`src/tfce_ram.sv`:
```
// ----------------------------------------------------------------------------
// tfce_ram
// simple dual port ram, one write port and one registered read port
// ----------------------------------------------------------------------------
module tfce_ram #(
    parameter int WIDTH = 8,
    parameter int DEPTH = 512,
    localparam int AW = (DEPTH > 1) ? $clog2(DEPTH) : 1
) (
    input  logic             clk,
    input  logic             we,
    input  logic [AW-1:0]    waddr,
    input  logic [WIDTH-1:0] wdata,
    input  logic             re,
    input  logic [AW-1:0]    raddr,
    output logic [WIDTH-1:0] rdata
);

    logic [WIDTH-1:0] mem [DEPTH];
    logic [WIDTH-1:0] rdata_reg;

    always_ff @(posedge clk)
    begin
        if (we)
        begin
            mem[waddr] <= wdata;
        end
        if (re)
        begin
            rdata_reg <= mem[raddr];
        end
    end

    assign rdata = rdata_reg;

endmodule

```
`config.mk`:
```
export PLATFORM = sky130hd
export DESIGN_NAME = tfce_ram
export DESIGN_NICKNAME = d
export VERILOG_FILES = /design/src/tfce_ram.sv
export SDC_FILE = /design/constraint.sdc
export NUM_CORES = 2
export LEC_CHECK = 0
export BUFFER_PORTS_ARGS = -buffer_cell sky130_fd_sc_hd__buf_2
export CAP_MARGIN = 20
export CORE_MARGIN = 4
export CORE_UTILIZATION = 55
export CTS_BUF_LIST = sky130_fd_sc_hd__clkbuf_4
export CTS_CLUSTER_DIAMETER = 40
export CTS_CLUSTER_SIZE = 14
export DETAILED_ROUTE_END_ITERATION = 12
export HOLD_SLACK_MARGIN = 0.05
export PLACE_DENSITY = 0.75
export SLEW_MARGIN = 20
export SYNTH_ARGS = -nofsm -noshare
export SYNTH_HDL_FRONTEND = slang
export SYNTH_SLANG_ARGS = --single-unit
```
`constraint.sdc`:
```
create_clock -name clk -period 3.8 [get_ports clk]
set_clock_uncertainty 0.2 [all_clocks]
set_input_delay 0.57 -clock clk [delete_from_list [all_inputs] [get_ports clk]]
set_output_delay 0.57 -clock clk [all_outputs]
set_load 0.05 [all_outputs]
```
==> metrics.yaml <==
die_width_um: 547
avgViaCountPerCell: 6.56
grt_remaining_overflow: 0
floorplan.die_area_sq_um: 300000
clk_latency_ns: 1.55
synth_warnings: 0
post_layout_util_pct: 61.7
synth_area_leaders: "sky130_fd_sc_hd__edfxtp_1 77%, sky130_fd_sc_hd__mux4_2 9.2%, sky130_fd_sc_hd__mux2i_1 5.0%, sky130_fd_sc_hd__o221ai_1 2.0%, sky130_fd_sc_hd__nor2_1 1.4%"
synth_enable_flop_cells: 4104
power.density_cell_area_nw_per_um2: 458
post-route-period-util_pct: 99.0
fmax_ghz: 0.266
cts_setup_buffers: 0
leakagePower_nw: 57.3
drt-initial-drc-count: 13300
cts_tree: "built"
ys_async_sr_fraction_pct: 0
post_synth_net_total: 8059
clock-root-buffer: "sky130_fd_sc_hd__clkbuf_4"
crit_path_start_kind: "input port"
synth_cell_types: 50
final_layout_size_suffix_gt1_share_pct: 25.1
grt_setup_unrepaired: "false"
cts.path.max_buffers: 4
ctsHtreeMaxLevel: 5
drt.antenna.violating_nets: 0
seq_area_frac_synth_pct: 77.0
maxCapViolCount: 0
grt_pass1_wl_mm: 596
report.final.slew_viol_count: 0
grt_start_max_net_pins: 106
max-slew-margin-rel_pct: 12.8
tritoncts_num_sinks: 4104
max-vdd-ir-drop_mv: 0.315
worst-endpoint-required_ns: 4.87
routedWlPerCell_um: 31.3
timing.critical_path.from: "raddr[2]"
antenna_found_initial: 29
core-area_sq_um: 289000
row_count: 197
post_synth_instance_area_sq_um: 160000
remaining_drc_errors: 0
wl_mm: 412
p_total_w: 0.0817
crit_arrival_ns: 4.83
hold_slack_ns: 0.220
setup_violation_total_in_the_final_timing_report: 0
min_path_type: "input port to flop"
worst_setup_hold_path_clk_slew_ns: 0.14
synth_largest_type_area_fraction_pct: 77.0
gp_routability_congestion: 0.968
drt_pass1_iterations: 9
num-nets-final: 8888
post-dp-hpwl_mm: 259
cp-end-kind: "flop"
netlist.top_cell.by_area: "sky130_fd_sc_hd__edfxtp_1"
first_global_vias: 85200
finalInstanceArea_sq_um: 178000
worst-path-max-fanout: 32
placedInstanceArea_sq_um: 170000
crit_type: "input port to flop"
min_from: "raddr[6]"
track_usage_pct: 27.2
largest_register_ffs: 4096
port_buffers: 36
chipHeight_um: 547
flow.area_growth_from_synthesis_pct: 11.4
post-route-min-period_ns: 3.76
flip_flop_and_latch_count_after_synthesis: 4104
worstReg2RegStart: "mem[158][2]"
clock_buffers_created_by_tritoncts: 447
postSynthCellCount: 8030
outcome: "finished, final reports clean"
top_level_ports: 37
initial_core_utilization_pct: 55.4
num_vias: 86200
postSynthAreaPerCell_sq_um: 19.9
hold_viol: 0
dominantRegCellSynth: "sky130_fd_sc_hd__edfxtp_1"
timing.setup.tns_ns: 0
worst-slew-pin-transition_ns: 1.30
==> area by class of cell <==
class / instances / area [sq um]
Antenna cell: 24 / 60.1
Clock buffer: 486 / 3650
Clock inverter: 343 / 3830
Fill cell: 19600 / 111000
Inverter: 3 / 18.8
Multi-Input combinational cell: 3410 / 34000
Sequential cell: 4104 / 123000
Tap cell: 3880 / 4850
Timing Repair Buffer: 893 / 8630
==> layout by cell type (no fill, tap or decap), drive strengths merged, types with 8 or more instances in the layout <==
| cell type | netlist | final |
|---|---|---|
| a211oi | 17 | 17 |
| a21oi | 194 | 194 |
| a22oi | 61 | 61 |
| and2 | 20 | 20 |
| buf | 248 | 852 |
| bufinv | 0 | 62 |
| clkbuf | 265 | 487 |
| clkinv | 0 | 153 |
| clkinvlp | 0 | 65 |
| diode | 0 | 24 |
| dlygate4sd3 | 0 | 40 |
| edfxtp | 4104 | 4104 |
| inv | 3 | 66 |
| mux2i | 797 | 797 |
| mux4 | 654 | 654 |
| nand2 | 111 | 111 |
| nand3 | 36 | 36 |
| nand4 | 32 | 32 |
| nor2 | 597 | 597 |
| nor3 | 109 | 109 |
| nor3b | 8 | 8 |
| nor4 | 36 | 36 |
| o2111a | 8 | 8 |
| o21ai | 119 | 119 |
| o221ai | 372 | 372 |
| o22ai | 163 | 163 |
| o31ai | 13 | 13 |
==> where the power goes <==
group / internal, W / total (W) / switching, W
clock: 0.0111 / 0.0268 / 0.0157
combinational: 0.00177 / 0.00502 / 0.00325
sequential: 0.0498 / 0.0498 / 0.0000391
==> stage by stage <==
| step | setup slack, ns | instances |
|---|---|---|
| 2_1_floorplan | 0.919 | 8030 |
| 3_3_place_gp | -0.649 | 12200 |
| 3_5_place_dp | -0.564 | 12200 |
| 4_1_cts | 0.204 | 13100 |
| 5_1_grt | 0.0800 | 13100 |
| 6_report | 0.0394 | 13100 |
==> kinds of logic after synthesis <==
kind of cell    count (synthesis)  share of synthesized area (%)
mux                          1451                           14.2
simple gates                  980                           2.63
compound gates                979                           4.31
flops                        4104                           77.0
buf+inv                       516                           1.85
==> worst max-delay path, cell delays in order <==
cell	delay, ns
sky130_fd_sc_hd__dlygate4sd3_1	0.54
sky130_fd_sc_hd__buf_6	0.18
sky130_fd_sc_hd__or2_4	0.39
sky130_fd_sc_hd__buf_4	0.34
sky130_fd_sc_hd__buf_4	0.38
sky130_fd_sc_hd__buf_12	0.24
sky130_fd_sc_hd__o221ai_1	0.25
sky130_fd_sc_hd__o22ai_1	0.27
sky130_fd_sc_hd__a22oi_1	0.18
sky130_fd_sc_hd__nand4_1	0.31
sky130_fd_sc_hd__nand2_1	0.28
sky130_fd_sc_hd__o2111a_1	0.30
sky130_fd_sc_hd__dlygate4sd3_1	0.55
==> Yosys cell counts (11+ instances only) <==
cell type                  count
sky130_fd_sc_hd__edfxtp_1   4104
sky130_fd_sc_hd__mux2i_1     797
sky130_fd_sc_hd__mux4_2      654
sky130_fd_sc_hd__nor2_1      597
sky130_fd_sc_hd__o221ai_1    371
sky130_fd_sc_hd__clkbuf_1    265
sky130_fd_sc_hd__a21oi_1     194
sky130_fd_sc_hd__o22ai_1     163
sky130_fd_sc_hd__o21ai_0     118
sky130_fd_sc_hd__nand2_1     111
sky130_fd_sc_hd__nor3_1      109
sky130_fd_sc_hd__buf_4        70
sky130_fd_sc_hd__buf_6        64
sky130_fd_sc_hd__a22oi_1      61
sky130_fd_sc_hd__buf_2        57
sky130_fd_sc_hd__buf_1        41
sky130_fd_sc_hd__nand3_1      36
sky130_fd_sc_hd__nor4_1       36
sky130_fd_sc_hd__nand4_1      32
sky130_fd_sc_hd__and2_1       20
sky130_fd_sc_hd__a211oi_1     17
sky130_fd_sc_hd__o31ai_1      13
sky130_fd_sc_hd__buf_8        11
==> per-layer routing <==
metal,routed length [um],track usage (%),vias up
li1,-,-,35300
met1,150000,38.1,44100
met2,191000,41.5,5864
met3,52400,7.13,965
met4,18100,10.5,12
met5,77,0,-
==> final timing paths <==
path              endpoint  slack (ns)  depth (start not counted)
setup / recovery  rdata[2]        0.04                         13
setup reg to reg  rdata[2]        0.16                          8
hold / removal    rdata[6]        0.22                          8
hold reg to reg   rdata[6]        1.13                          7
==> repair_timing <==
item,CTS,global route
hold endpoints to repair,6244,0
resized for setup,0,1
hold buffers,47,0
endpoints found under the setup margin,0,1
Note: power is estimated with default switching activity, not from simulation.
