File: src/tfce_pkg.sv
// ----------------------------------------------------------------------------
// tfce_pkg
// shared codes, characters and types of the text field column extractor
// ----------------------------------------------------------------------------
package tfce_pkg;

    localparam logic [1:0] OP_DATA = 2'd0;
    localparam logic [1:0] OP_END  = 2'd1;
    localparam logic [1:0] OP_LOAD = 2'd2;

    localparam logic [1:0] CFG_MODE   = 2'd0;
    localparam logic [1:0] CFG_DELIM  = 2'd1;
    localparam logic [1:0] CFG_RCOUNT = 2'd2;

    localparam logic [7:0] CH_CR  = 8'h0D;
    localparam logic [7:0] CH_LF  = 8'h0A;
    localparam logic [7:0] CH_TAB = 8'h09;

    localparam int VAL_W   = 16;
    localparam int Q_DEPTH = 4;

    typedef struct packed {
        logic       has_byte;
        logic [7:0] value;
    } tail_t;

    typedef enum logic [1:0] {
        BK_IDLE,
        BK_FLUSH,
        BK_TAIL
    } bk_state_t;

endpackage

File: src/tfce_front.sv
// ----------------------------------------------------------------------------
// tfce_front
// accepts words, keeps line and field state, tests ranges and queues commands
// ----------------------------------------------------------------------------
module tfce_front #(
    parameter int LINE_MAX    = 511,
    parameter int RANGE_SLOTS = 16,
    localparam int LW  = $clog2(LINE_MAX + 1),
    localparam int FW  = $clog2(LINE_MAX + 2),
    localparam int MAW = (LINE_MAX > 1) ? $clog2(LINE_MAX) : 1,
    localparam int SW  = (RANGE_SLOTS > 1) ? $clog2(RANGE_SLOTS) : 1
) (
    input  logic                  clk,
    input  logic                  rst_n,
    input  logic                  in_valid,
    output logic                  in_ready,
    input  logic [1:0]            op,
    input  logic [7:0]            in_byte,
    input  logic [3:0]            range_slot,
    input  logic [15:0]           range_first,
    input  logic [15:0]           range_last,
    input  logic                  cfg_valid,
    input  logic [1:0]            cfg_index,
    input  logic [7:0]            cfg_data,
    input  logic                  q_full,
    output logic                  push_valid,
    output logic [LW-1:0]         push_len,
    output tfce_pkg::tail_t       push_tail,
    output logic                  mem_we,
    output logic [MAW-1:0]        mem_waddr,
    output logic [7:0]            mem_wdata,
    input  logic                  flush_done
);

    import tfce_pkg::*;

    logic                cut_mode_reg;
    logic [7:0]          delim_reg;
    logic [4:0]          rcount_reg;
    logic [VAL_W-1:0]    starts_reg [RANGE_SLOTS];
    logic [VAL_W-1:0]    ends_reg [RANGE_SLOTS];

    logic [LW-1:0]       stored_reg, stored_next;
    logic [LW-1:0]       len_reg, len_next;
    logic [FW-1:0]       field_reg, field_next;
    logic                dseen_reg, dseen_next;
    logic                printed_reg, printed_next;
    logic                cursel_reg, cursel_next;
    logic                pend_reg, pend_next;

    logic                accept;
    logic                slot_ok;
    logic                tbl_we;
    logic                do_finish, do_clear;
    logic [VAL_W-1:0]    idx_a;
    logic                hit_a, hit_1;

    assign in_ready  = !q_full && !pend_reg;
    assign accept    = in_valid && in_ready;
    assign slot_ok   = (8'(range_slot) < 8'(RANGE_SLOTS));
    assign mem_waddr = MAW'(stored_reg);
    assign mem_wdata = in_byte;

    // range test at the next position or field, and at field one
    always_comb
    begin
        hit_a = 1'b0;
        hit_1 = 1'b0;
        idx_a = cut_mode_reg ? VAL_W'(len_reg) + 16'd1 : VAL_W'(field_reg) + 16'd1;
        for (int i = 0; i < RANGE_SLOTS; i++)
        begin
            if (8'(i) < 8'(rcount_reg))
            begin
                if (idx_a >= starts_reg[i] && (ends_reg[i] == '0 || idx_a <= ends_reg[i]))
                begin
                    hit_a = 1'b1;
                end
                if (16'd1 >= starts_reg[i] && (ends_reg[i] == '0 || 16'd1 <= ends_reg[i]))
                begin
                    hit_1 = 1'b1;
                end
            end
        end
    end

    always_comb
    begin
        logic printed_v;
        stored_next  = stored_reg;
        len_next     = len_reg;
        field_next   = field_reg;
        dseen_next   = dseen_reg;
        printed_next = printed_reg;
        cursel_next  = cursel_reg;
        push_len     = '0;
        push_tail    = '{has_byte: 1'b0, value: 8'h00};
        mem_we       = 1'b0;
        tbl_we       = 1'b0;
        do_finish    = 1'b0;
        do_clear     = 1'b0;
        printed_v    = printed_reg;
        if (accept)
        begin
            unique case (op)
                OP_DATA:
                begin
                    if (in_byte == CH_CR)
                    begin
                        do_clear = 1'b0;
                    end
                    else if (in_byte == CH_LF)
                    begin
                        do_finish = 1'b1;
                    end
                    else if (len_reg < LW'(LINE_MAX))
                    begin
                        len_next = len_reg + 1'b1;
                        if (cut_mode_reg)
                        begin
                            if (hit_a)
                            begin
                                push_tail = '{has_byte: 1'b1, value: in_byte};
                            end
                        end
                        else if (in_byte == delim_reg)
                        begin
                            if (!dseen_reg)
                            begin
                                dseen_next = 1'b1;
                                if (hit_1)
                                begin
                                    push_len  = stored_reg;
                                    printed_v = 1'b1;
                                end
                                stored_next = '0;
                            end
                            field_next  = field_reg + 1'b1;
                            cursel_next = hit_a;
                            if (hit_a)
                            begin
                                if (printed_v)
                                begin
                                    push_tail = '{has_byte: 1'b1, value: delim_reg};
                                end
                                printed_v = 1'b1;
                            end
                            printed_next = printed_v;
                        end
                        else if (!dseen_reg)
                        begin
                            mem_we      = 1'b1;
                            stored_next = stored_reg + 1'b1;
                        end
                        else if (cursel_reg)
                        begin
                            push_tail = '{has_byte: 1'b1, value: in_byte};
                        end
                    end
                end
                OP_END:
                begin
                    if (len_reg != '0)
                    begin
                        do_finish = 1'b1;
                    end
                    else
                    begin
                        do_clear = 1'b1;
                    end
                end
                OP_LOAD:
                begin
                    tbl_we = slot_ok;
                end
                default:
                begin
                    tbl_we = 1'b0;
                end
            endcase
        end
        if (do_finish)
        begin
            push_len  = (!cut_mode_reg && !dseen_reg) ? stored_reg : '0;
            push_tail = '{has_byte: 1'b1, value: CH_LF};
        end
        if (do_finish || do_clear)
        begin
            stored_next  = '0;
            len_next     = '0;
            field_next   = FW'(1);
            dseen_next   = 1'b0;
            printed_next = 1'b0;
            cursel_next  = 1'b0;
        end
        push_valid = (push_len != '0) || push_tail.has_byte;
        if (push_valid && push_len != '0)
        begin
            pend_next = 1'b1;
        end
        else if (flush_done)
        begin
            pend_next = 1'b0;
        end
        else
        begin
            pend_next = pend_reg;
        end
    end

    always_ff @(posedge clk)
    begin
        if (tbl_we)
        begin
            starts_reg[SW'(range_slot)] <= range_first;
            ends_reg[SW'(range_slot)]   <= range_last;
        end
    end

    always_ff @(posedge clk or negedge rst_n)
    begin
        if (!rst_n)
        begin
            cut_mode_reg <= 1'b0;
            delim_reg    <= CH_TAB;
            rcount_reg   <= '0;
        end
        else if (cfg_valid)
        begin
            unique case (cfg_index)
                CFG_MODE:   cut_mode_reg <= cfg_data[0];
                CFG_DELIM:  delim_reg    <= cfg_data;
                CFG_RCOUNT: rcount_reg   <= cfg_data[4:0];
                default:    rcount_reg   <= rcount_reg;
            endcase
        end
    end

    always_ff @(posedge clk or negedge rst_n)
    begin
        if (!rst_n)
        begin
            stored_reg  <= '0;
            len_reg     <= '0;
            field_reg   <= FW'(1);
            dseen_reg   <= 1'b0;
            printed_reg <= 1'b0;
            cursel_reg  <= 1'b0;
            pend_reg    <= 1'b0;
        end
        else
        begin
            stored_reg  <= stored_next;
            len_reg     <= len_next;
            field_reg   <= field_next;
            dseen_reg   <= dseen_next;
            printed_reg <= printed_next;
            cursel_reg  <= cursel_next;
            pend_reg    <= pend_next;
        end
    end

    assert property (@(posedge clk) disable iff (!rst_n) stored_reg <= len_reg)
        else $error("stored byte count exceeds line length");

    assert property (@(posedge clk) disable iff (!rst_n) mem_we |-> !pend_reg)
        else $error("first field store written while a dump is outstanding");

endmodule

File: config.mk
export PLATFORM = sky130hd
export DESIGN_NAME = tfce_front
export DESIGN_NICKNAME = d
export VERILOG_FILES = /design/src/tfce_pkg.sv /design/src/tfce_front.sv
export SDC_FILE = /design/constraint.sdc
export NUM_CORES = 1
export LEC_CHECK = 0
export ABC_AREA = 1
export BUFFER_PORTS_ARGS = -buffer_cell sky130_fd_sc_hd__buf_2
export CORE_UTILIZATION = 30
export DETAILED_ROUTE_END_ITERATION = 16
export SLEW_MARGIN = 15
export SYNTH_ARGS = -nofsm -noshare
export SYNTH_HDL_FRONTEND = slang
export SYNTH_SLANG_ARGS = --single-unit
File: constraint.sdc
create_clock -name clk -period 9 [get_ports clk]
set_clock_uncertainty 0.05 [all_clocks]
set_input_delay 1.8 -clock clk [delete_from_list [all_inputs] [get_ports clk]]
set_output_delay 1.8 -clock clk [all_outputs]
set_load 0.005 [all_outputs]
==> out/results.env <==
SYNTH_TOP_AREA_SHARE_PCT=51.85
POWER-PER-CELL-AREA_mW_PER_MM2=214.7
GR-TOTAL-OVERFLOW=0
SYNTH.NET_COUNT=3306
SYNTH_CELL_TYPES=52
SYNTH_FA_HA_AREA_SHARE_PCT=15.02
WORST-ENDPOINT-REQUIRED_NS=7.15
CAPTURE_INSTANCE_OF_THE_WORST_REGISTER_TO_REGISTER_PATH='printed_reg$_DFFE_PN0P_'
DR_TOTAL_VIAS=20320
AREA.SEQUENTIAL_MM2=0.01653
MAIN_COMBINATIONAL_CELL_FAMILY_BY_AREA_AFTER_SYNTHESIS='simple AND/OR/NAND/NOR gates'
FLOORPLAN.CORE_AREA_MM2=0.09728
WORST_SKEW_PAIR.LATE_LATENCY_NS=0.63
SYNTH_COMPOUND_GATE_AREA_SHARE_PCT=5.308
POST-SYNTH-TOP-COUNT-CELL='sky130_fd_sc_hd__nand2_1'
SETUP-VIOLATIONS-FINAL=0
FINAL_LAYOUT_SIZE_SUFFIX_GT1_SHARE_PCT=8.818
CLOCKROOTBUFFER='sky130_fd_sc_hd__clkbuf_16'
DEPTH_OF_THE_WORST_REGISTER_TO_REGISTER_PATH=24
LEAKAGEPOWER_uW=0.01516
DRT-WIRELENGTH-PER-CELL_UM=17.56
END_KIND='primary output'
GLOBALROUTETOTALUTIL_PCT=15.37
FINAL_PERIOD_MINUS_WORST_SETUP_SLACK_NS=7.677
GP_ROUTABILITY_CONGESTION=0.8458
DETAIL_ROUTE.WIRELENGTH_MM=76.79
ANTENNA_FOUND_INITIAL=5
YOSYSWARNINGCOUNT=0
TIMING.CRITICAL_PATH.MAX_DELAY_FAMILY='simple AND/OR/NAND/NOR gates'
WORST_HOLD_STARTPOINT='cursel_reg$_DFFE_PN0P_'
POSTROUTEANTENNANETS=0
TIMING.CRITICAL_PATH.ARRIVAL_NS=5.83
SETUP_REPAIR_AFTER_GLOBAL_ROUTING_MISSED_ITS_MARGIN='false'
YOSYS.AREA_SHARE.SIMPLE_PCT=15.82
LAYOUT.NETS=3466
PLACE_WORST_SETUP_SLACK_NS=1.950
CRIT_TOP_CELL='sky130_fd_sc_hd__nand2_1'
CRITICAL_PATH.N_BUFFERS_INVERTERS=5
MAX-VDD-IR-DROP_mV=0.1419
FIRST_GLOBAL_VIAS=19750
POST-ROUTE-DRC-COUNT=0
FINAL-HOLD-VIOLATION-COUNT=0
TRITONCTS_BUFFERS=56
STATUS='completed'
SYNTHESIS.INSTANCES=2888
FINAL-MAX-SLEW-VIOLATION-COUNT=0
MULTI_INPUT_AREA_MM2=0.01107
DRV.MAX_CAP_VIOLATION_COUNT=0
PORT-BUFFER-COUNT=99
SETUP_TNS_NS=0
TIMING.CRITICAL_PATH.SLOWEST_CELL_DELAY_NS=0.56
CRIT_PATH_TOP_DELAY_CELL='sky130_fd_sc_hd__dfstp_2'
SLEW_HEADROOM_PCT=25.11
NUMPLACEDINSTANCES=4266
CTS_SINKS=558
DETAIL_ROUTE.FIRST_PASS.ITERATIONS=6
ROWS=114
CRITICAL_PATH_CLASS='reg2out'
SYNTH-XOR-AREA-SHARE_PCT=0.3249
DESIGN_POWER_TOTAL_uW=7280
DIE-AREA_MM2=0.1001
NETLIST_AREA_MM2=0.02965
TIMING_WORST_SLEW_PIN_VALUE_NS=1.100
MUXSHAREOFSYNTHAREA_PCT=0.1013
WORST_SETUP_PATH_START_KIND='register'
DRTITER0DRC=1307
DIE_HEIGHT_UM=316.4
FLOW.AREA_GROWTH_FROM_SYNTHESIS_PCT=14.35
POST_CTS_SETUP_BUFFERS=0
GRT_PASS1_WL_MM=115.5
INITIAL_CORE_UTIL_PCT=30.48
YOSYS_MOST_USED_DFF='sky130_fd_sc_hd__edfxtp_1'
HOLD_PATH_END='cursel_reg$_DFFE_PN0P_'
FILLER_CELL_COUNT=9687
CTS_TREE='yes'
CLOCK_TREE.HTREE_LEVEL_COUNT=2
IOS=100
POST_CTS_HOLD_BUFFER_COUNT=0
R2R_SLACK_NS=4.07
ROUTED_VIA_DENSITY=4.647
POST-ROUTE-WORST-SETUP-SLACK_NS=1.323
WORST_R2R_STARTPOINT='field_reg[0]$_DFFE_PN1P_'
PERIOD_SHARE_PCT=85.30
CLK_PIN_SLEW_WORST_PATHS_NS=0.06
SYNTH_AREA_PER_CELL_UM2=10.27
SYNTHTOPCELLSBYCOUNT='sky130_fd_sc_hd__nand2_1 (580), sky130_fd_sc_hd__inv_1 (567), sky130_fd_sc_hd__edfxtp_1 (512)'
FINAL_CELLS=4373
KIND_OF_PATH_BEHIND_THE_TIGHTEST_HOLD_CHECK='reg2reg'
MAXIMUM_NUMBER_OF_PINS_ON_ONE_NET_BEFORE_GLOBAL_ROUTE_REPAIR=47
SYNTH.AREA.TOP_CELLS='sky130_fd_sc_hd__edfxtp_1 (52%), sky130_fd_sc_hd__ha_1 (15%), sky130_fd_sc_hd__nand2_1 (7.3%)'
CRITICAL_PATH_PEAK_FANOUT=12
SYNTH_ASYNC_SR_FLOP_SHARE_PCT=8.244
HOLD_DEPTH=2
FIN_WORST_HOLD_SLACK_NS=0.4381
SYNTH-SEQ-AREA-SHARE_PCT=55.75
SYNTH-EDFF-COUNT=512
DETAILED_PLACE_HPWL_MM=50.31
POST_CTS.RESIZED_INSTANCES=0
SYNTHDOMINANTAREACELLTYPE='sky130_fd_sc_hd__edfxtp_1'
NUMBER_OF_BUFFERS_ON_THE_LONGEST_CLOCK_PATH=3
MAXCLOCKFREQUENCY_MHz=130.3
FP.DIEW_UM=316.4
SYNTHESIZED_FLOP_AND_LATCH_TOTAL=558
==> how the worst max path moves through the flow <==
stage	slack [ns]	endpoint	cells past startpoint	start
2_1_floorplan	1.52	push_valid	28	field_reg[0]$_DFFE_PN1P_
3_3_place_gp	2.05	push_valid	29	field_reg[0]$_DFFE_PN1P_
3_5_place_dp	1.95	push_valid	29	field_reg[0]$_DFFE_PN1P_
4_1_cts	1.25	push_valid	29	field_reg[0]$_DFFE_PN1P_
5_1_grt	0.81	push_tail[8]	29	field_reg[0]$_DFFE_PN1P_
6_report	1.32	push_valid	29	field_reg[0]$_DFFE_PN1P_
==> report_power, final <==
part           total [uW]  internal [uW]  switching, uW
clock network        2410           1390           1030
logic                1930            666           1270
registers            2930           2880           48.0
total                7280           4940           2340
==> metal layers <==
metal	vias to the layer above	global-route usage (%)	wire [um]
li1	10120	-	-
met1	9640	19.62	33870
met2	416	26.55	37020
met3	144	2.021	3291
met4	2	5.529	2598
met5	-	0	7
==> kinds of logic after synthesis <==
logic type                 count (synthesis)
muxes                                      3
buffers and inverters                    596
xor gates and xnor gates                  11
and+or+nand+nor                         1078
DFF                                      558
adders and majority gates                356
AOI/OAI and AO/OA                        286
==> worst register-to-register path, cell delays in order, from the launching register on <==
cell,delay (ns)
sky130_fd_sc_hd__dfstp_2,0.56
sky130_fd_sc_hd__inv_1,0.08
sky130_fd_sc_hd__nor3_1,0.31
sky130_fd_sc_hd__nand4_1,0.24
sky130_fd_sc_hd__nor3_1,0.23
sky130_fd_sc_hd__xor2_1,0.22
sky130_fd_sc_hd__nand2_1,0.07
sky130_fd_sc_hd__nand2_1,0.09
sky130_fd_sc_hd__clkinv_1,0.48
sky130_fd_sc_hd__buf_4,0.44
sky130_fd_sc_hd__buf_4,0.24
sky130_fd_sc_hd__ha_1,0.33
sky130_fd_sc_hd__nand2_1,0.06
sky130_fd_sc_hd__nor3_1,0.23
sky130_fd_sc_hd__nand2_1,0.08
sky130_fd_sc_hd__nand2_1,0.06
sky130_fd_sc_hd__nand3_1,0.13
sky130_fd_sc_hd__nand2_1,0.16
sky130_fd_sc_hd__nand4_1,0.13
sky130_fd_sc_hd__nor2_1,0.10
sky130_fd_sc_hd__nand2_1,0.07
sky130_fd_sc_hd__nor2_2,0.11
sky130_fd_sc_hd__nand2_2,0.16
sky130_fd_sc_hd__nand2_1,0.13
sky130_fd_sc_hd__nand2_1,0.06
==> metrics by stage <==
| stage | area (um2) | util, % |
|---|---|---|
| floorplan | 29650 | - |
| global route | 33900 | 34.85 |
| finish | 33910 | 34.85 |
| CTS | 33900 | 34.85 |
| detailed placement | 32010 | 32.91 |
| global placement | 32010 | 32.91 |
==> cells in the final DEF, fill, tap and decap left out, types with 12 or more instances in the layout <==
cell type | Yosys | final
sky130_fd_sc_hd__clkbuf_16 | 0 | 57
sky130_fd_sc_hd__nand2_1 | 580 | 580
sky130_fd_sc_hd__buf_2 | 1 | 99
sky130_fd_sc_hd__buf_4 | 9 | 19
sky130_fd_sc_hd__dfrtp_1 | 43 | 43
sky130_fd_sc_hd__clkinv_1 | 0 | 15
sky130_fd_sc_hd__ha_1 | 356 | 356
sky130_fd_sc_hd__nor3_1 | 52 | 48
sky130_fd_sc_hd__o21ai_0 | 68 | 62
sky130_fd_sc_hd__nor2_4 | 2 | 14
sky130_fd_sc_hd__inv_2 | 12 | 12
sky130_fd_sc_hd__nand4_1 | 62 | 62
sky130_fd_sc_hd__a21oi_1 | 157 | 157
sky130_fd_sc_hd__nor4_1 | 75 | 74
sky130_fd_sc_hd__edfxtp_1 | 512 | 512
sky130_fd_sc_hd__o22ai_1 | 13 | 13
sky130_fd_sc_hd__nand3_1 | 81 | 81
sky130_fd_sc_hd__nor2_1 | 196 | 184
sky130_fd_sc_hd__inv_1 | 567 | 566
==> area by class of cell <==
cell class                 instances  area share [%]
inverter                         580           6.428
timing repair buffer             118           1.882
sequential                       558           48.75
clock buffer                      61           4.251
clock inverter                    45           1.328
multi-input combinational       1734           32.64
antenna                            1        0.007380
tap                             1276           4.709
No activity file was read; power rests on OpenSTA's default activity.
