**src/tfce_pkg.sv**
```systemverilog
// ----------------------------------------------------------------------------
// tfce_pkg
// shared codes, characters and types of the text field column extractor
// ----------------------------------------------------------------------------
package tfce_pkg;

    localparam logic [1:0] OP_DATA = 2'd0;
    localparam logic [1:0] OP_END  = 2'd1;
    localparam logic [1:0] OP_LOAD = 2'd2;

    localparam logic [1:0] CFG_MODE   = 2'd0;
    localparam logic [1:0] CFG_DELIM  = 2'd1;
    localparam logic [1:0] CFG_RCOUNT = 2'd2;

    localparam logic [7:0] CH_CR  = 8'h0D;
    localparam logic [7:0] CH_LF  = 8'h0A;
    localparam logic [7:0] CH_TAB = 8'h09;

    localparam int VAL_W   = 16;
    localparam int Q_DEPTH = 4;

    typedef struct packed {
        logic       has_byte;
        logic [7:0] value;
    } tail_t;

    typedef enum logic [1:0] {
        BK_IDLE,
        BK_FLUSH,
        BK_TAIL
    } bk_state_t;

endpackage

```
**src/tfce_back.sv**
```systemverilog
// ----------------------------------------------------------------------------
// tfce_back
// runs queued commands, dumps the first field store and packs output words
// ----------------------------------------------------------------------------
module tfce_back #(
    parameter int LINE_MAX = 511,
    localparam int LW  = $clog2(LINE_MAX + 1),
    localparam int MAW = (LINE_MAX > 1) ? $clog2(LINE_MAX) : 1
) (
    input  logic            clk,
    input  logic            rst_n,
    input  logic            q_valid,
    input  logic [LW-1:0]   q_len,
    input  tfce_pkg::tail_t q_tail,
    output logic            q_pop,
    output logic            ram_re,
    output logic [MAW-1:0]  ram_raddr,
    input  logic [7:0]      ram_rdata,
    output logic            flush_done,
    output logic            out_valid,
    input  logic            out_ready,
    output logic [63:0]     out_bytes,
    output logic [3:0]      byte_count,
    output logic            last_of_run
);

    import tfce_pkg::*;

    bk_state_t     state_reg, state_next;
    logic [LW-1:0] raddr_reg, raddr_next;
    logic [LW-1:0] rem_reg, rem_next;
    logic          pend_reg, pend_next;
    tail_t         tail_reg, tail_next;
    logic [63:0]   acc_reg, acc_next;
    logic [2:0]    cnt_reg, cnt_next;
    logic          out_valid_reg, out_valid_next;
    logic [63:0]   out_data_reg, out_data_next;
    logic [3:0]    out_cnt_reg, out_cnt_next;
    logic          out_last_reg, out_last_next;

    logic          out_free;
    logic          src_valid, src_last;
    logic [7:0]    src_byte;
    logic          complete, take;
    logic          start, issue;
    logic [63:0]   word;

    assign out_free = !out_valid_reg || out_ready;

    // byte source and read issue
    always_comb
    begin
        src_valid = 1'b0;
        src_byte  = tail_reg.value;
        src_last  = 1'b1;
        start     = 1'b0;
        issue     = 1'b0;
        unique case (state_reg)
            BK_IDLE:
            begin
                src_valid = q_valid && (q_len == '0);
                src_byte  = q_tail.value;
                start     = q_valid && (q_len != '0);
            end
            BK_FLUSH:
            begin
                src_valid = pend_reg;
                src_byte  = ram_rdata;
                src_last  = (rem_reg == '0) && !tail_reg.has_byte;
            end
            BK_TAIL:
            begin
                src_valid = 1'b1;
            end
            default:
            begin
                src_valid = 1'b0;
            end
        endcase
        complete = src_last || (cnt_reg == 3'd7);
        take     = src_valid && (!complete || out_free);
        if (state_reg == BK_FLUSH)
        begin
            issue = (rem_reg != '0) && (!pend_reg || take);
        end
        word = acc_reg;
        for (int k = 0; k < 8; k++)
        begin
            if (3'(k) == cnt_reg)
            begin
                word[8*k +: 8] = src_byte;
            end
        end
    end

    // next state
    always_comb
    begin
        state_next = state_reg;
        unique case (state_reg)
            BK_IDLE:
            begin
                if (start)
                begin
                    state_next = BK_FLUSH;
                end
            end
            BK_FLUSH:
            begin
                if (take && rem_reg == '0)
                begin
                    state_next = tail_reg.has_byte ? BK_TAIL : BK_IDLE;
                end
            end
            BK_TAIL:
            begin
                if (take)
                begin
                    state_next = BK_IDLE;
                end
            end
            default:
            begin
                state_next = BK_IDLE;
            end
        endcase
    end

    // datapath and outputs
    always_comb
    begin
        raddr_next     = raddr_reg;
        rem_next       = rem_reg;
        pend_next      = 1'b0;
        tail_next      = tail_reg;
        acc_next       = acc_reg;
        cnt_next       = cnt_reg;
        out_valid_next = out_valid_reg && !out_ready;
        out_data_next  = out_data_reg;
        out_cnt_next   = out_cnt_reg;
        out_last_next  = out_last_reg;
        q_pop          = (state_reg == BK_IDLE) && q_valid && (start || take);
        ram_re         = start || issue;
        ram_raddr      = start ? '0 : MAW'(raddr_reg);
        flush_done     = (start && q_len == LW'(1)) || (issue && rem_reg == LW'(1));
        if (start)
        begin
            raddr_next = LW'(1);
            rem_next   = q_len - 1'b1;
            pend_next  = 1'b1;
            tail_next  = q_tail;
        end
        else if (state_reg == BK_FLUSH)
        begin
            pend_next = issue || (pend_reg && !take);
            if (issue)
            begin
                raddr_next = raddr_reg + 1'b1;
                rem_next   = rem_reg - 1'b1;
            end
        end
        if (take)
        begin
            if (complete)
            begin
                acc_next       = '0;
                cnt_next       = '0;
                out_valid_next = 1'b1;
                out_data_next  = word;
                out_cnt_next   = 4'(cnt_reg) + 4'd1;
                out_last_next  = src_last;
            end
            else
            begin
                acc_next = word;
                cnt_next = cnt_reg + 1'b1;
            end
        end
    end

    assign out_valid   = out_valid_reg;
    assign out_bytes   = out_data_reg;
    assign byte_count  = out_cnt_reg;
    assign last_of_run = out_last_reg;

    always_ff @(posedge clk)
    begin
        raddr_reg    <= raddr_next;
        rem_reg      <= rem_next;
        tail_reg     <= tail_next;
        out_data_reg <= out_data_next;
        out_cnt_reg  <= out_cnt_next;
        out_last_reg <= out_last_next;
    end

    always_ff @(posedge clk or negedge rst_n)
    begin
        if (!rst_n)
        begin
            state_reg     <= BK_IDLE;
            pend_reg      <= 1'b0;
            acc_reg       <= '0;
            cnt_reg       <= '0;
            out_valid_reg <= 1'b0;
        end
        else
        begin
            state_reg     <= state_next;
            pend_reg      <= pend_next;
            acc_reg       <= acc_next;
            cnt_reg       <= cnt_next;
            out_valid_reg <= out_valid_next;
        end
    end

    assert property (@(posedge clk) disable iff (!rst_n)
        (state_reg == BK_IDLE) |-> (cnt_reg == '0))
        else $error("partial word left over between commands");

    assert property (@(posedge clk) disable iff (!rst_n)
        pend_reg |-> (state_reg == BK_FLUSH))
        else $error("store read outstanding outside a dump");

    assert property (@(posedge clk) disable iff (!rst_n)
        flush_done |=> (state_reg != BK_IDLE))
        else $error("dump ended before its last byte was taken");

endmodule
```
**config.mk**
```make
export PLATFORM = sky130hd
export DESIGN_NAME = tfce_back
export DESIGN_NICKNAME = d
export VERILOG_FILES = /design/src/tfce_pkg.sv /design/src/tfce_back.sv
export SDC_FILE = /design/constraint.sdc
export NUM_CORES = 1
export LEC_CHECK = 0
export BUFFER_PORTS_ARGS = -buffer_cell sky130_fd_sc_hd__buf_2
export CELL_PAD_IN_SITES_DETAIL_PLACEMENT = 1
export CELL_PAD_IN_SITES_GLOBAL_PLACEMENT = 2
export CORE_MARGIN = 3
export CORE_UTILIZATION = 38
export DETAILED_ROUTE_END_ITERATION = 10
export GPL_TIMING_DRIVEN = 0
export PLACE_DENSITY_LB_ADDON = 0.05
export SYNTH_ARGS = -nofsm -noshare
export SYNTH_HDL_FRONTEND = slang
export SYNTH_SLANG_ARGS = --single-unit
```
**constraint.sdc**
```tcl
create_clock -name clk -period 3.7 [get_ports clk]
set_input_delay 0 -clock clk [delete_from_list [all_inputs] [get_ports clk]]
set_output_delay 0 -clock clk [all_outputs]
set_load 0.01 [all_outputs]
```
==> out/metrics.csv, run 1 <==
metric,value,unit
Leak,3.79,nW
"Reg clk slew, reported paths",0.06,ns
critical path class,flip-flop to flip-flop,
Die Wd,144,um
YS warnings,0,
via count,5037,
chip height,144,um
Final Hold Viols,0,
"flops & latches, synth",167,
clock sink total,167,
initial antenna violation count,0,
Yosys top cell by area,edfxtp_1,
Detail Route Antenna Nets,0,
WP data arrival,3.25,ns
WL final,18800,um
"commonest non-fill, non-tap cell in the layout",buf_2,
Cell Pwr Density,913,mW/mm^2
Initial Utilization,0.393,
Global Route Usage Sum,0.191,
Final #Nets,757,
drt pass-1 iters,5,
Reg power frac,0.390,
sequential fraction of the synthesis area,0.634,
WP data required,3.75,ns
Worst Skew,0.0105,ns
unrepaired setup endpoints after global routing,false,
GR Overflow Total,0,
CTS Buf Count,17,
worst ir drop on vdd,394,uV
"Async S/R FF share, synth",0.425,
max cap viols,0,
boundary pin count,112,
Main synth FF type,edfxtp_1,
CTS tree,yes,
final RePlAce weighted congestion,0.779,
Final Util,0.483,
Setup TNS Final,0,ns
worst-skew pair later-pin latency,0.43,ns
internal power,5.12,mW
Layout Area Growth over Synthesis,22.7,%
Max clock buf depth,2,
Synth area leaders,"edfxtp_1 (36%), dfrtp_1 (25%), a22o_1 (7.2%)",
number of distinct library cells after synthesis,45,
Comb power frac,0.378,
Post-CTS Setup Bufs,0,
cts repair resizes,0,
IO buf count,111,
Sw Share,0.366,
H-tree levels,4,
ant diodes,0,
"Power, Total",8.08,mW
max frequency,312,MHz
DRT iter0 DRCs,261,
via/cell ratio,5.27,
top-area cell type share of the netlist area,0.362,
syn_nets,612,
crit path max fanout,69,
"EDFF count, synth",87,
first-pass GRT wire length,30200,um
site row count,49,
die area,0.0207,sq mm
Startpoint Class,flip-flop,
Rel. slew slack,0.314,
Setup crit end kind,flip-flop,
period utilization,0.866,
syn_area_per_cell,12.7,sq um
post-route minimum period,3.21,ns
Syn Std Cell Area,0.00721,sq mm
largest net degree at the start of global routing,70,
Synth Instances,569,
Worst Tran Pin Value,1.03,ns
number of global-route vias before repair,5373,
number of remaining DRC errors,0,
max-slew violation count,0,
core area,0.0183,sq mm
"commonest cells after routing, fill and taps aside","buf_2 (115), edfxtp_1 (87), nand2_1 (79)",
layout cells sized above 1,0.252,
worst min path class,input port to flip-flop,
Clk pwr share,0.232,
# setup viols final,0,
DR WL/cell,19.7,um
hpwl dp,12800,um
CTS root buf,clkbuf_16,
status,completed,
NetSw,2.96,mW
==> cell usage after synthesis (2+ instances only) <==
cell type / count
edfxtp_1: 87
xnor2_1: 13
dfrtp_1: 71
buf_6: 8
dfxtp_1: 9
mux2_2: 16
buf_2: 5
and4b_1: 2
mux2i_1: 13
nor4_1: 5
or4_1: 2
a22o_1: 59
clkbuf_1: 8
nor4_4: 2
o21ai_0: 63
a21oi_1: 5
buf_1: 7
a31oi_1: 4
o21a_1: 8
nand2b_1: 3
xor2_1: 6
nor3_1: 6
nand3_1: 11
inv_1: 11
nor2b_1: 3
and2_1: 13
nor3b_1: 2
ha_1: 13
nand2_1: 79
o21ai_1: 3
nand4_1: 2
nor2_1: 17
==> cell type report <==
| class | instances | area (sq um) |
|---|---|---|
| multi-input cells | 360 | 2400 |
| repair buffers | 126 | 726 |
| clock buffers | 18 | 439 |
| inverters | 12 | 47.5 |
| plain buffers | 30 | 194 |
| flip-flops and latches | 167 | 4570 |
| well taps | 229 | 287 |
| clock inverters | 14 | 184 |
| fillers | 1962 | 9480 |
==> timing repair <==
| item | in CTS | in global routing |
|---|---|---|
| endpoints found under the hold margin | 84 | 0 |
| endpoints found under the setup margin | 0 | 0 |
| hold buffers | 14 | 0 |
==> power groups by stage <==
stage / Clock [mW] / Sequential, mW / Combinational [mW]
2_1_floorplan: 0 / 3.23 / 1.95
3_3_place_gp: 0 / 3.17 / 2.95
3_5_place_dp: 0 / 3.18 / 3.06
4_1_cts: 1.92 / 3.15 / 3.10
5_1_grt: 2.00 / 3.23 / 3.40
6_report: 1.88 / 3.15 / 3.05
==> metal layers <==
metal	up-vias	GRT usage	share of wire
met5	-	0	0
met4	0	0.0575	0.013
met3	18	0.0346	0.041
met2	121	0.315	0.49
met1	2522	0.257	0.45
li1	2376	-	-
==> worst max-delay path, stage by stage, from the launching register on <==
cell,delay (ns)
dfrtp_1,0.41
ha_1,0.21
ha_1,0.15
clkbuf_1,0.49
nor2_1,0.18
o21ai_4,0.17
nand3_1,0.38
inv_4,0.74
==> per-stage QoR <==
stage                     cell area, sq um  worst slack (ns)  std cells  hold WS, ns
after floorplan                       7210             0.469        569       -0.296
after global placement                8050            -0.726        909        0.200
after detailed placement              8090             0.426        910       -0.176
after CTS                             8850             0.409        956       0.0286
after global routing                  8850             0.176        956       0.0373
final                                 8850             0.494        956       0.0482
==> final timing paths <==
| check | start | endpoint | slack, ns | cells past startpoint |
|---|---|---|---|---|
| worst min register to register | acc_reg[61] | acc_reg[61] | 0.48 | 1 |
| worst min-delay path | q_len[1] | rem_reg[3] | 0.05 | 3 |
| min in group asynchronous | rst_n | acc_reg[9] | 0.14 | 3 |
| worst max-delay path | cnt_reg[0] | out_bytes[50] | 0.49 | 7 |
| max in group asynchronous | rst_n | acc_reg[2] | 2.99 | 3 |
| worst max register to register | cnt_reg[0] | out_bytes[50] | 0.49 | 7 |
==> kinds of logic after synthesis <==
logic type	after synthesis	share of synthesized area
AOI/OAI and AO/OA	148	0.141
xor gates and xnor gates	19	0.0231
adders and majority gates	13	0.0226
buffers and inverters	42	0.0331
DFF	167	0.634
muxes	29	0.0430
and+or+nand+nor	151	0.104
Note: power is estimated with default switching activity, not from simulation.
==> run 2: changes to the inputs <==
--- a/config.mk
+++ b/config.mk
@@ -6,10 +6,8 @@
 export NUM_CORES = 1
 export LEC_CHECK = 0
 export BUFFER_PORTS_ARGS = -buffer_cell sky130_fd_sc_hd__buf_2
-export CELL_PAD_IN_SITES_DETAIL_PLACEMENT = 1
-export CELL_PAD_IN_SITES_GLOBAL_PLACEMENT = 2
 export CORE_MARGIN = 3
-export CORE_UTILIZATION = 38
+export CORE_UTILIZATION = 55
 export DETAILED_ROUTE_END_ITERATION = 10
 export GPL_TIMING_DRIVEN = 0
 export PLACE_DENSITY_LB_ADDON = 0.05
==> constraint.sdc (replaced) <==
create_clock -name clk -period 3.3 [get_ports clk]
set_input_delay 0 -clock clk [delete_from_list [all_inputs] [get_ports clk]]
set_output_delay 0 -clock clk [all_outputs]
set_load 0.01 [all_outputs]
==> out/metrics.csv, run 2 (synthesis results as in run 1) <==
metric,value,unit,change
status,completed,,unchanged
first-pass GRT wire length,26000,um,"was 30,200 um"
Final #Nets,758,,was 757
cell count after placement,854,,was 910
chip height,121,um,was 144 um
Reg area,0.00457,sq mm,unchanged
Detail Route Antenna Nets,0,,unchanged
Worst Tran Pin Value,1.21,ns,was 1.03 ns
crit path max fanout,42,,was 69
H-tree levels,4,,unchanged
"commonest cells after routing, fill and taps aside","buf_2 (115), edfxtp_1 (87), nand2_1 (79)",,unchanged
Rel. slew slack,0.188,,was 0.314
unrepaired setup endpoints after global routing,false,,unchanged
WL final,16300,um,"was 18,800 um"
via count,5116,,"was 5,037"
post-route minimum period,2.93,ns,was 3.21 ns
Die Wd,121,um,was 144 um
number of global-route vias before repair,5032,,"was 5,373"
clock sink total,167,,unchanged
layout cells sized above 1,0.239,,was 0.252
Final Hold Viols,0,,unchanged
critical path class,flip-flop to flip-flop,,unchanged
ant diodes,0,,unchanged
Leak,3.75,nW,was 3.79 nW
Setup crit end kind,flip-flop,,unchanged
period utilization,0.887,,was 0.866
# fillers,994,,"was 1,962"
site row count,41,,was 49
worst min path class,input port to flip-flop,,unchanged
max cap viols,0,,unchanged
Multi-input gate area,0.00240,sq mm,unchanged
CTS tree,yes,,unchanged
"Reg clk slew, reported paths",0.06,ns,about the same
Layout Area Growth over Synthesis,20.7,%,was 22.7%
largest net degree at the start of global routing,71,,was 70
Finished Layout Cells,900,,was 956
Hold WS,0.0217,ns,was 0.0482 ns
IO buf count,111,,unchanged
worst ir drop on vdd,715,uV,was 394 uV
max frequency,342,MHz,was 312 MHz
WP data required,3.41,ns,was 3.75 ns
number of remaining DRC errors,0,,unchanged
core area,0.0127,sq mm,was 0.0183 sq mm
DRT iter0 DRCs,442,,was 261
hpwl dp,11000,um,"was 12,800 um"
via/cell ratio,5.68,,was 5.27
max-slew violation count,0,,unchanged
Initial Utilization,0.567,,was 0.393
GR Overflow Total,0,,unchanged
boundary pin count,112,,unchanged
Worst Skew,0.00878,ns,was 0.0105 ns
# setup viols final,0,,unchanged
Final Util,0.684,,was 0.483
"commonest non-fill, non-tap cell in the layout",buf_2,,unchanged
DR WL/cell,18.1,um,was 19.7 um
CTS root buf,clkbuf_16,,unchanged
"Power, Total",8.67,mW,was 8.08 mW
WP data arrival,3.04,ns,was 3.25 ns
die area,0.0145,sq mm,was 0.0207 sq mm
Cell Pwr Density,996,mW/mm^2,was 913 mW/mm^2
initial antenna violation count,0,,unchanged
CTS Buf Count,17,,unchanged
final RePlAce weighted congestion,0.837,,was 0.779
Global Route Usage Sum,0.235,,was 0.191
worst-skew pair later-pin latency,0.42,ns,was 0.43 ns
Startpoint Class,flip-flop,,unchanged
Max clock buf depth,2,,unchanged
Post-CTS Setup Bufs,0,,unchanged
drt pass-1 iters,5,,unchanged
## run 2: cell count changes in the layout (fill, tap and decap cells not counted), sizes merged
cell / before / now
clkbuf: 26 / 36
inv: 19 / 12
bufinv: 3 / 0
buf: 134 / 135
clkinv: 3 / 4
clkinvlp: 1 / 0
## run 2: critical path, stage by stage (launching register included)
cell and delay [ns]:
dfrtp_1 0.40, ha_1 0.20, ha_1 0.15, clkbuf_1 0.49
nor2_1 0.18, o21ai_4 0.16, nand3_1 0.34, inv_6 0.43
buf_12 0.24
## run 2: final timing paths
kind	start	endpoint	slack (ns)	cells after the start
max	cnt_reg[0]	out_bytes[22]	0.37	8
min reg2reg	acc_reg[57]	acc_reg[57]	0.48	1
min in group asynchronous	rst_n	acc_reg[11]	0.14	3
min	q_len[1]	rem_reg[3]	0.02	3
max reg2reg	cnt_reg[0]	out_bytes[22]	0.37	8
max in group asynchronous	rst_n	acc_reg[14]	2.71	3
## run 2: cell type report
type | count | share of cell area
sequential | 167 | 0.525
multi-input combinational | 360 | 0.276
timing repair buffer | 127 | 0.0857
clock buffer | 28 | 0.0585
tap | 172 | 0.0247
buffer | 30 | 0.0223
inverter | 12 | 0.00575
clock inverter | 4 | 0.00216
## run 2: metrics by stage
step	area [sq um]	setup WS, ns	setup TNS (ns)
after detailed placement	8030	0.0227	0
after CTS	8700	0.00704	0
after global routing	8710	0.0926	0
final	8710	0.372	0
after global placement	7980	-0.858	-58.98
after floorplan	7210	0.0693	0
## run 2: timing repair
action / CTS / global route
hold endpoints to repair: 84 / 0
setup endpoints to repair: 0 / 69
hold buffers: 14 / 0
resized for setup: 0 / 3
## run 2: per-layer routing
metal / up-vias / routed length (um) / GRT usage / part of all wire
met4: 0 / 396 / 0.103 / 0.024
li1: 2378 / - / - / -
met2: 185 / 8000 / 0.376 / 0.49
met1: 2518 / 6850 / 0.308 / 0.42
met3: 35 / 1050 / 0.0552 / 0.064
met5: - / 0 / 0 / 0
## run 2: where the power goes
group          switching [mW]  internal [mW]  total (mW)
Sequential              0.373           3.14        3.51
Clock                   0.739           1.05        1.79
Combinational            1.99           1.38        3.37
Total                    3.10           5.57        8.67
